`src/csb_pkg.sv`:
```
// shared constants, types and helpers for the clipped sprite blit engine
package csb_pkg;

	// build-time limits
	localparam int PIXEL_BITS    = 8;
	localparam int MAX_FRAME_DIM = 1024;
	localparam int BUFFERS       = 8;

	// fixed field widths
	localparam int DIM_W    = 11;
	localparam int HOT_W    = 10;
	localparam int POS_W    = 16;
	localparam int COORD_W  = 13;
	localparam int STRIDE_W = 14;
	localparam int COUNT_W  = 9;
	localparam int ADDR_W   = 25;
	localparam int BUF_W    = 3;
	localparam int PIX_W    = 8;
	localparam int FIDX_W   = 8;
	localparam int ORG_W    = POS_W + 1;
	localparam int SCR_W    = ORG_W + 1;
	localparam int PROD_W   = COORD_W + STRIDE_W;
	localparam int CFG_W    = STRIDE_W;

	// a frame dimension never exceeds what the 11-bit field can carry
	localparam int MAX_DIM_EFF = (MAX_FRAME_DIM > 2047) ? 2047 : MAX_FRAME_DIM;
	localparam int COL_W       = $clog2(MAX_DIM_EFF);

	// pixel bits kept from the source value
	localparam logic [PIX_W-1:0] PIX_MASK =
		(PIXEL_BITS >= PIX_W) ? {PIX_W{1'b1}} : PIX_W'((1 << PIXEL_BITS) - 1);

	// stream packing
	localparam int IN_TDATA_W  = 96;
	localparam int OUT_TDATA_W = 40;

	// request queue between front and back, depth a power of two
	localparam int Q_DEPTH = 4;
	localparam int Q_PTR_W = $clog2(Q_DEPTH);

	// input kinds
	localparam logic OP_START = 1'b0;
	localparam logic OP_PIXEL = 1'b1;

	// configuration register indexes
	typedef enum logic [1:0] {
		CFG_SCREEN_WIDTH  = 2'd0,
		CFG_SCREEN_HEIGHT = 2'd1,
		CFG_ROW_STRIDE    = 2'd2,
		CFG_FRAME_COUNT   = 2'd3
	} cfg_idx_t;

	typedef struct packed {
		logic [COORD_W-1:0]  screen_width;
		logic [COORD_W-1:0]  screen_height;
		logic [STRIDE_W-1:0] row_stride;
		logic [COUNT_W-1:0]  frame_count;
	} cfg_t;

	// one clipped write waiting for its address
	typedef struct packed {
		logic [BUF_W-1:0]   buf_id;
		logic [COORD_W-1:0] sx;
		logic [COORD_W-1:0] sy;
		logic [PIX_W-1:0]   pix;
	} wr_cmd_t;

	typedef struct packed {
		logic full;
		logic empty;
	} q_stat_t;

	typedef struct packed {
		logic pop;
		logic s1_valid;
	} back_stat_t;

	// saturate a frame dimension
	function automatic logic [DIM_W-1:0] clamp_dim(input logic [DIM_W-1:0] d);
		return (int'(d) > MAX_DIM_EFF) ? DIM_W'(MAX_DIM_EFF) : d;
	endfunction

endpackage

```
`src/csb_front.sv`:
```
// front end: takes start and pixel requests, walks the frame and clips each pixel
module csb_front (
	input  logic                            clk,
	input  logic                            arst_n,
	input  logic                            s_tvalid,
	output logic                            s_tready,
	// fields from bit 0: pos_x, pos_y, hot_x, hot_y, frame_width, frame_height,
	// transparent, buffer_index, frame_index, pixel, zero fill
	input  logic [csb_pkg::IN_TDATA_W-1:0]  s_tdata,
	// op
	input  logic                            s_tuser,
	input  csb_pkg::cfg_t                   cfg,
	input  csb_pkg::q_stat_t                q_stat,
	output logic                            push,
	output csb_pkg::wr_cmd_t                push_cmd
);
	import csb_pkg::*;

	logic               active_q, blit_valid_q, mode_q;
	logic [ORG_W-1:0]   origin_x_q, origin_y_q;
	logic [COL_W-1:0]   column_q, row_q;
	logic [DIM_W-1:0]   width_q, height_q;
	logic [BUF_W-1:0]   buf_q;

	logic [POS_W-1:0]   pos_x, pos_y;
	logic [HOT_W-1:0]   hot_x, hot_y;
	logic [DIM_W-1:0]   fw, fh, fw_c, fh_c;
	logic               transp;
	logic [BUF_W-1:0]   bufi;
	logic [FIDX_W-1:0]  fidx;
	logic [PIX_W-1:0]   pix;

	logic               accept, start, step;
	logic [SCR_W-1:0]   sx_ext, sy_ext;
	logic               on_x, on_y, emit;
	logic [DIM_W-1:0]   col_nx, row_nx;

	// unpack the request
	assign pos_x  = s_tdata[15:0];
	assign pos_y  = s_tdata[31:16];
	assign hot_x  = s_tdata[41:32];
	assign hot_y  = s_tdata[51:42];
	assign fw     = s_tdata[62:52];
	assign fh     = s_tdata[73:63];
	assign transp = s_tdata[74];
	assign bufi   = s_tdata[77:75];
	assign fidx   = s_tdata[85:78];
	assign pix    = s_tdata[93:86] & PIX_MASK;

	assign fw_c = clamp_dim(fw);
	assign fh_c = clamp_dim(fh);

	// stall only on a full queue
	assign s_tready = !q_stat.full;
	assign accept   = s_tvalid && s_tready;
	assign start    = accept && (s_tuser == OP_START);
	assign step     = accept && (s_tuser == OP_PIXEL) && active_q;

	// screen point of the current pixel and the four-side clip
	assign sx_ext = {origin_x_q[ORG_W-1], origin_x_q} + SCR_W'(column_q);
	assign sy_ext = {origin_y_q[ORG_W-1], origin_y_q} + SCR_W'(row_q);
	assign on_x   = !sx_ext[SCR_W-1] && (sx_ext[SCR_W-2:0] < ORG_W'(cfg.screen_width));
	assign on_y   = !sy_ext[SCR_W-1] && (sy_ext[SCR_W-2:0] < ORG_W'(cfg.screen_height));
	assign emit   = blit_valid_q && on_x && on_y && (!mode_q || (pix != '0));

	assign push            = step && emit;
	assign push_cmd.buf_id = buf_q;
	assign push_cmd.sx     = sx_ext[COORD_W-1:0];
	assign push_cmd.sy     = sy_ext[COORD_W-1:0];
	assign push_cmd.pix    = pix;

	// raster counters
	assign col_nx = DIM_W'(column_q) + 1'b1;
	assign row_nx = DIM_W'(row_q) + 1'b1;

	// blit state
	always_ff @(posedge clk or negedge arst_n) begin
		if (!arst_n) begin
			active_q     <= 1'b0;
			blit_valid_q <= 1'b0;
			mode_q       <= 1'b0;
			origin_x_q   <= '0;
			origin_y_q   <= '0;
			column_q     <= '0;
			row_q        <= '0;
			width_q      <= '0;
			height_q     <= '0;
			buf_q        <= '0;
		end else if (start) begin
			origin_x_q   <= {pos_x[POS_W-1], pos_x} - ORG_W'(hot_x);
			origin_y_q   <= {pos_y[POS_W-1], pos_y} - ORG_W'(hot_y);
			width_q      <= fw_c;
			height_q     <= fh_c;
			mode_q       <= transp;
			buf_q        <= bufi;
			blit_valid_q <= ({1'b0, fidx} < cfg.frame_count) && (int'(bufi) < BUFFERS);
			column_q     <= '0;
			row_q        <= '0;
			active_q     <= (fw_c != '0) && (fh_c != '0);
		end else if (step) begin
			if (col_nx >= width_q) begin
				column_q <= '0;
				if (row_nx >= height_q) begin
					row_q    <= '0;
					active_q <= 1'b0;
				end else begin
					row_q <= row_nx[COL_W-1:0];
				end
			end else begin
				column_q <= col_nx[COL_W-1:0];
			end
		end
	end

endmodule

```
`src/csb_queue.sv`:
```
// small request queue that decouples the clipping front from the address back end
module csb_queue (
	input  logic              clk,
	input  logic              arst_n,
	input  logic              push,
	input  csb_pkg::wr_cmd_t  push_cmd,
	input  logic              pop,
	output csb_pkg::wr_cmd_t  head,
	output csb_pkg::q_stat_t  q_stat
);
	import csb_pkg::*;

	wr_cmd_t              mem_q [Q_DEPTH];
	logic [Q_PTR_W-1:0]   wr_ptr_q, rd_ptr_q;
	logic [Q_PTR_W:0]     count_q;

	assign head         = mem_q[rd_ptr_q];
	assign q_stat.full  = (count_q == (Q_PTR_W + 1)'(Q_DEPTH));
	assign q_stat.empty = (count_q == '0);

	// storage, no reset needed
	always_ff @(posedge clk) begin
		if (push) begin
			mem_q[wr_ptr_q] <= push_cmd;
		end
	end

	// pointers and fill count
	always_ff @(posedge clk or negedge arst_n) begin
		if (!arst_n) begin
			wr_ptr_q <= '0;
			rd_ptr_q <= '0;
			count_q  <= '0;
		end else begin
			if (push) begin
				wr_ptr_q <= wr_ptr_q + 1'b1;
			end
			if (pop) begin
				rd_ptr_q <= rd_ptr_q + 1'b1;
			end
			case ({push, pop})
				2'b10:   count_q <= count_q + 1'b1;
				2'b01:   count_q <= count_q - 1'b1;
				default: count_q <= count_q;
			endcase
		end
	end

endmodule

```
`src/csb_back.sv`:
```
// back end: forms row*stride+column and holds the write until the sink takes it
module csb_back (
	input  logic                          clk,
	input  logic                          arst_n,
	input  logic [csb_pkg::STRIDE_W-1:0]  row_stride,
	input  csb_pkg::wr_cmd_t              head,
	input  csb_pkg::q_stat_t              q_stat,
	input  logic                          m_tready,
	output logic                          m_tvalid,
	output logic [csb_pkg::BUF_W-1:0]     buffer_out,
	output logic [csb_pkg::ADDR_W-1:0]    address,
	output logic [csb_pkg::PIX_W-1:0]     data,
	output csb_pkg::back_stat_t           bk_stat
);
	import csb_pkg::*;

	logic                valid_s1, valid_s2;
	wr_cmd_t             cmd_s1;
	logic [BUF_W-1:0]    buf_s2;
	logic [ADDR_W-1:0]   addr_s2;
	logic [PIX_W-1:0]    data_s2;

	logic                take_s2, take_s1;
	logic [PROD_W-1:0]   prod, addr_full;

	// stage handshakes
	assign take_s2 = !valid_s2 || m_tready;
	assign take_s1 = !valid_s1 || take_s2;
	assign bk_stat.pop      = !q_stat.empty && take_s1;
	assign bk_stat.s1_valid = valid_s1;

	// address arithmetic
	assign prod      = PROD_W'(cmd_s1.sy) * PROD_W'(row_stride);
	assign addr_full = prod + PROD_W'(cmd_s1.sx);

	// stage 1: request popped from the queue
	always_ff @(posedge clk or negedge arst_n) begin
		if (!arst_n) begin
			valid_s1 <= 1'b0;
		end else if (take_s1) begin
			valid_s1 <= !q_stat.empty;
		end
	end

	always_ff @(posedge clk) begin
		if (bk_stat.pop) begin
			cmd_s1 <= head;
		end
	end

	// stage 2: output register
	always_ff @(posedge clk or negedge arst_n) begin
		if (!arst_n) begin
			valid_s2 <= 1'b0;
		end else if (take_s2) begin
			valid_s2 <= valid_s1;
		end
	end

	always_ff @(posedge clk) begin
		if (take_s2 && valid_s1) begin
			buf_s2  <= cmd_s1.buf_id;
			addr_s2 <= addr_full[ADDR_W-1:0];
			data_s2 <= cmd_s1.pix;
		end
	end

	assign m_tvalid   = valid_s2;
	assign buffer_out = buf_s2;
	assign address    = addr_s2;
	assign data       = data_s2;

endmodule

```
`src/clipped_sprite_blit.sv`:
```
// top level of the clipped sprite blit engine with color key
// throughput: one request per cycle, start or pixel, while the request queue is not full
// path: a written pixel reaches m_tvalid through a queue slot, then the stage one register
//   that feeds the multiply, then the output register; back-pressure can hold it at each
// reset: registers return to 320/200/320/0, engine idle, queue and pipeline empty
module clipped_sprite_blit (
	input  logic                             clk,
	input  logic                             arst_n,
	input  logic                             s_tvalid,
	output logic                             s_tready,
	// fields from bit 0: pos_x, pos_y, hot_x, hot_y, frame_width, frame_height,
	// transparent, buffer_index, frame_index, pixel, zero fill
	input  logic [csb_pkg::IN_TDATA_W-1:0]   s_tdata,
	// op
	input  logic                             s_tuser,
	output logic                             m_tvalid,
	input  logic                             m_tready,
	// fields from bit 0: buffer_out, address, data, zero fill
	output logic [csb_pkg::OUT_TDATA_W-1:0]  m_tdata,
	input  logic                             cfg_we,
	input  logic [1:0]                       cfg_index,
	input  logic [csb_pkg::CFG_W-1:0]        cfg_data
);
	import csb_pkg::*;

	cfg_t              cfg_q;
	q_stat_t           q_stat;
	back_stat_t        bk_stat;
	logic              push;
	wr_cmd_t           push_cmd, head;
	logic [BUF_W-1:0]  buffer_out;
	logic [ADDR_W-1:0] address;
	logic [PIX_W-1:0]  data;

	// configuration registers
	always_ff @(posedge clk or negedge arst_n) begin
		if (!arst_n) begin
			cfg_q.screen_width  <= COORD_W'(320);
			cfg_q.screen_height <= COORD_W'(200);
			cfg_q.row_stride    <= STRIDE_W'(320);
			cfg_q.frame_count   <= '0;
		end else if (cfg_we) begin
			case (cfg_idx_t'(cfg_index))
				CFG_SCREEN_WIDTH:  cfg_q.screen_width  <= cfg_data[COORD_W-1:0];
				CFG_SCREEN_HEIGHT: cfg_q.screen_height <= cfg_data[COORD_W-1:0];
				CFG_ROW_STRIDE:    cfg_q.row_stride    <= cfg_data[STRIDE_W-1:0];
				CFG_FRAME_COUNT:   cfg_q.frame_count   <= cfg_data[COUNT_W-1:0];
				default:           cfg_q <= cfg_q;
			endcase
		end
	end

	csb_front u_front (
		.clk      (clk),
		.arst_n   (arst_n),
		.s_tvalid (s_tvalid),
		.s_tready (s_tready),
		.s_tdata  (s_tdata),
		.s_tuser  (s_tuser),
		.cfg      (cfg_q),
		.q_stat   (q_stat),
		.push     (push),
		.push_cmd (push_cmd)
	);

	csb_queue u_queue (
		.clk      (clk),
		.arst_n   (arst_n),
		.push     (push),
		.push_cmd (push_cmd),
		.pop      (bk_stat.pop),
		.head     (head),
		.q_stat   (q_stat)
	);

	csb_back u_back (
		.clk        (clk),
		.arst_n     (arst_n),
		.row_stride (cfg_q.row_stride),
		.head       (head),
		.q_stat     (q_stat),
		.m_tready   (m_tready),
		.m_tvalid   (m_tvalid),
		.buffer_out (buffer_out),
		.address    (address),
		.data       (data),
		.bk_stat    (bk_stat)
	);

	// pack the write request
	assign m_tdata = {(OUT_TDATA_W - BUF_W - ADDR_W - PIX_W)'(0), data, address, buffer_out};

	// checks
	a_push_room: assert property (@(posedge clk) disable iff (!arst_n)
		push |-> !q_stat.full)
		else $error("front pushed into a full queue");

	a_pop_data: assert property (@(posedge clk) disable iff (!arst_n)
		bk_stat.pop |-> !q_stat.empty)
		else $error("back end popped an empty queue");

	a_out_source: assert property (@(posedge clk) disable iff (!arst_n)
		$rose(m_tvalid) |-> $past(bk_stat.s1_valid))
		else $error("write request appeared without a stage one entry");

endmodule

```
`config.mk`:
```
export PLATFORM = sky130hd
export DESIGN_NAME = clipped_sprite_blit
export DESIGN_NICKNAME = d
export VERILOG_FILES = /design/src/csb_pkg.sv /design/src/csb_front.sv /design/src/csb_queue.sv /design/src/csb_back.sv /design/src/clipped_sprite_blit.sv
export SDC_FILE = /design/constraint.sdc
export NUM_CORES = 1
export LEC_CHECK = 0
export BUFFER_PORTS_ARGS = -buffer_cell sky130_fd_sc_hd__buf_2
export CORE_MARGIN = 8
export CORE_UTILIZATION = 44
export CTS_CLUSTER_SIZE = 40
export DETAILED_ROUTE_END_ITERATION = 10
export RECOVER_POWER = 25
export SKIP_LAST_GASP = 1
export SYNTH_ARGS = -nofsm -noshare
export SYNTH_HDL_FRONTEND = slang
export SYNTH_HIERARCHICAL = 1
export SYNTH_SLANG_ARGS = --single-unit
```
`constraint.sdc`:
```
create_clock -name clk -period 18 [get_ports clk]
set_input_delay 2.7 -clock clk [delete_from_list [all_inputs] [get_ports clk]]
set_output_delay 2.7 -clock clk [all_outputs]
set_load 0.05 [all_outputs]
```
# After elaboration in Yosys (flattened, before gate mapping)
# Memories as Yosys holds them, arrays and structs flattened. A register that Yosys moved wholly into a read port is not among the register bits.
# Index checks and enable logic that the tools add are counted.
word_totals:
  reg_bits: 176
  mem_bits_rw: 148
  input_bits: 118
  elab_cells: 103
  memories: 1
op_classes:
  n_addsub: 11
  multipliers: 1
  magnitude_cmp: 7
  n_eq_ne: 6
  n_mux: 16
  bitwise: 1
  reduce_logical: 38
mem_list:
  columns: ["memory", "words", "width", "rd", "rd_clocked_by_memory_dff", "wr", "line", "source"]
  rows:
  - ["u_queue.mem_q", 4, 37, 1, 1, 1, "csb_queue.sv:13", "wr_cmd_t mem_q [Q_DEPTH];"]
ops:
  columns: ["operator", "count"]
  rows:
  - ["$mux W10", 7]
  - ["$add A17 B11 Y18", 2]
  - ["$lt A17 B13 Y1", 2]
  - ["$sub A16 B11 Y17", 2]
  - ["$add A25 B13 Y25", 1]
  - ["$mul A13 B14 Y25", 1]
  - ["$add A10 B1 Y11 const B", 2]
  - ["$ge A11 B11 Y1", 2]
  - ["$gt A11 B11 Y1 const B", 2]
  - ["$mux W11", 2]
  - ["$reduce_bool A11 Y1", 2]
  - ["$logic_and A1 B1 Y1", 13]
  - ["$reduce_and A2 Y1", 5]
  - ["$lt A8 B9 Y1", 1]
  - ["$reduce_bool A2 Y1", 4]
  - ["$reduce_bool A8 Y1", 1]
  - ["$logic_not A1 Y1", 7]
  - ["$eq A2 B2 Y1 const B", 3]
  - ["$mux W1", 6]
  - ["$pmux W3 S2", 1]
  - ["$add A2 B1 Y2 const B", 2]
  - ["$eq A2 B1 Y1 const B", 2]
  - ["$add A3 B1 Y3 const B", 1]
  - ["$eq A3 B3 Y1 const B", 1]
  - ["6 further kinds", 8]

# Depth between registers and ports, before layout
depth:
  depth_word: 9
  ltp_mapped: 26
  ltp_nobuf: 26

# Modules after synthesis
# The synthesis kept the hierarchy.
modules_own_cells:
  columns: ["mod", "instances", "cells_per_inst", "area_per_inst_um2", "seq_area_each_um2"]
  rows:
  - ["csb_back", 1, 812, 8630.8, 2242.2]
  - ["csb_front", 1, 877, 7199.4, 2052.0]
  - ["csb_queue", 1, 230, 5728.0, 4619.4]
  - ["clipped_sprite_blit", 1, 110, 1870.5, 1234.9]

# Worst setup path after synthesis
# OpenSTA, ideal clock, no wires.
synth_path:
  path_kind: "input-to-reg"
  from: "input port m_tready"
  to: "register u_queue.count_q[2]"
  setup_time_ps: 79
  arrival_time_ps: 5996
  required_ps: 17921
  path_slack_ps: 11925
  path_stages: 8
  n_path_buf: 0
  cell_sequence: "nor2b_1 a21oi_1 ha_1 inv_1 fa_1 xor2_1 nor2_1 xor2_1"
synth_lines:
  columns: ["element", "line", "source"]
  rows:
  - ["start: declaration", "clipped_sprite_blit.sv:17", "input logic m_tready,"]
  - ["end signal: assignment", "csb_queue.sv:42", "2'b10: count_q <= count_q + 1'b1;"]
  - ["end signal: assignment", "csb_queue.sv:43", "2'b01: count_q <= count_q - 1'b1;"]
  - ["end signal: assignment", "csb_queue.sv:44", "default: count_q <= count_q;"]
  - ["end: declaration", "csb_queue.sv:15", "logic [Q_PTR_W:0] count_q;"]

==> PnR_summary.wiki <==
{| class="wikitable"
! Metric !! Value
|-
| Number of buffers added by the clock tree synthesis step || 41
|-
| Die Wd || 246.7 um
|-
| Final cell count without fillers || about 2900
|-
| Worst slew margin || -1.759
|-
| Final non-filler cell area || 26180 um2
|-
| Total congestion overflow after global routing || 0
|-
| TritonCTS clock tree || yes
|-
| Gp weighted congestion || roughly 0.81
|-
| H-tree depth || 2
|-
| Worst-path cell chain || ha_1, a21oi_1, o211ai_1, o41ai_1, o21ai_1, nand2_1, xnor2_1, ha_1, and3_1, a22o_1, a221o_1, nor4_2, o2111ai_1, nor3_2, nand4_1, a2111oi_2, and2_1, buf_4
|-
| Count of vias placed by the detailed router || 14996
|-
| Worst clock skew || 0.02452 ns
|-
| Port Buf Inserts || 153
|-
| Number of endpoints with negative hold slack in the final report || 0
|-
| Die H || 246.7 um
|-
| Drt first-iter violations || 679
|-
| Vias/cell || 5.187
|-
| Slew Limit Fails || 110
|-
| Number of placement rows || between 80 and 90
|-
| Antenna violations before repair || 6
|-
| Die area || 60870 um2
|-
| Fin crit share || 0.3530
|-
| Routed length per placed instance || 17.96 um
|-
| Delay of the slowest cell on the worst path || 0.85 ns
|-
| Max Buffers Root-to-Sink || 3
|-
| Clock insertion delay at the later pin of the skew report || a little under 0.6 ns
|-
| Crit path time final || 6.354 ns
|-
| Clock tree root driver cell || sky130_fd_sc_hd__clkbuf_16
|-
| Critical-path cell with the highest stage delay || sky130_fd_sc_hd__o41ai_1
|-
| Number of clock sinks || ~360
|-
| Crit path max fanout || 37
|-
| Result of the run || finished, violations left
|-
| Fin worst setup slack || 11.65 ns
|-
| DRC errors left || 0
|-
| Data arrival time at the worst-slack endpoint || ~6.6 ns
|-
| Post-synthesis average cell area || between 10 and 15 um2
|-
| First-pass GRT wire length || roughly 84 mm
|-
| Yosys warns || 6
|-
| Hold buffer count at cts || 0
|-
| Detailed Route WL || 51.93 mm
|-
| Placed Area || 24810 um2
|-
| Count of maximum capacitance violations || 2
|-
| Core footprint || ~53000 um2
|-
| Cell family contributing the most delay on the critical path || compound AO/OA/AOI/OAI gates
|-
| Critical Path Most Common Cell || sky130_fd_sc_hd__ha_1
|-
| Critical path endpoint category || flop
|-
| Nature of the critical path startpoint || flop
|-
| Pin slew with the least headroom to its limit || 4.138 ns
|-
| Residual antenna-violating net count after detailed routing || 0
|-
| Layout overhead on the synthesized area || 11.76%
|-
| Aggregate global-route resource usage || 0.1738
|-
| Number of iterations in the first detailed-routing pass || 6
|-
| Clk slew on worst S/H paths || 0.06 ns
|-
| Starting density of the core || 0.4457
|-
| Min-delay worst type || flop to flop
|-
| Endpoints failing setup || 0
|-
| Number of cells produced by synthesis || around 2000
|-
| Required @ worst endpoint || between 15 and 20 ns
|-
| HPWL reported at the end of detailed placement || 39.07 mm
|-
| Top achievable clock speed || between 0.15 and 0.2 GHz
|-
| Mapped cell area || 23420 um2
|-
| Unrepaired setup endpoints after global routing || no
|-
| Number of gates resized after cts || 0
|-
| Ports placed on the boundary || 160
|-
| Number of post-CTS setup repair buffers || 0
|-
| Post-placement setup slack || 11.66 ns
|-
| # fillers || 4761
|-
| Setup Crit Path Kind || flop to flop
|-
| Via count of the first global-routing pass || 15887
|-
| Number of buffer and inverter stages on the critical path || 1
|-
| Setup TNS || 0 ns
|-
| Largest net degree at the start of global routing || just under 80
|-
| Placed Cells incl. Taps || between 2000 and 3000
|-
| Final #Nets || 2610
|-
| Layout cell share with drive strength beyond 1 || 0.1546
|-
| Violations in the final reports || max-capacitance violations, max-slew violations
|}
cell usage in the layout, fill, tap and decap left out, drive strengths merged, types with 5 or more instances in the layout:
cell / instances
dfrtp: 133
o21a: 13
buf: 153
nor2b: 19
nor4: 9
mux2: 53
or2: 8
o211ai: 12
mux4: 37
o31ai: 11
a22o: 5
o21ai: 104
a21oi: 58
a211oi: 5
bufinv: 5
nand2b: 23
nand4: 9
nand3b: 18
ha: 181
xor2: 34
and3: 14
dfstp: 7
inv: 276
o21bai: 9
nand3: 45
a31oi: 9
clkinv: 16
nor3: 18
nor2: 48
nand2: 215
or3: 9
fa: 145
clkbuf: 61
a21o: 17
edfxtp: 221
xnor2: 57
and2: 97
final cells by class:
cell class              instances  area [um2]  area share
multi-input cells            1325       11890      0.4544
flip-flops and latches        361       10150      0.3877
inverters                     274        1028     0.03929
well taps                     688       860.8     0.03289
clock inverters                25       314.1     0.01200
diodes                          4       10.01   0.0003824
repair buffers                163       825.8     0.03155
clock buffers                  51        1094     0.04178
through the flow:
stage,util,hold WS [ns]
2_1_floorplan,-,0.4003
3_5_place_dp,0.4721,0.4045
5_1_grt,0.4979,0.4303
6_report,0.4981,0.4154
3_3_place_gp,0.4721,0.4008
4_1_cts,0.4989,0.4162
layer usage:
metal,global-route usage,wire length [um]
met1,0.2259,23030
met2,0.2932,24690
met3,0.04122,3204
met4,0.03966,998
met5,0,10
registers in the layout (all words and copies together), names as in the netlist, 8 cells and up:
register	flops
u_queue/mem_q	148
cfg_q	49
u_back/cmd_s1	37
u_back/address	25
u_front/origin_x_q	17
u_front/origin_y_q	17
u_front/height_q	11
u_front/width_q	11
u_front/column_q	10
u_front/row_q	10
u_back/data	8
worst paths after layout:
check | startpoint | to | slack [ns] | cells after the start
hold / removal | u_back/cmd_s1[4]$_DFFE_PP_ | u_back/data[4]$_DFFE_PP_ | 0.42 | 0
setup / recovery | u_front/column_q[1]$_DFFE_PN0P_ | u_queue/mem_q[1][6]$_DFFE_PP_ | 11.65 | 18
max in group asynchronous | arst_n | u_queue/rd_ptr_q[0]$_DFFE_PN0P_ | 11.77 | 1
setup reg to reg | u_front/column_q[1]$_DFFE_PN0P_ | u_queue/mem_q[1][6]$_DFFE_PP_ | 11.65 | 18
min in group asynchronous | arst_n | u_front/width_q[2]$_DFFE_PN0P_ | 3.58 | 1
hold reg to reg | u_back/cmd_s1[4]$_DFFE_PP_ | u_back/data[4]$_DFFE_PP_ | 0.42 | 0
Power is left out: the tool's default activity adds up to more than one toggle a clock period on the data nets, which glitch-free logic cannot reach.
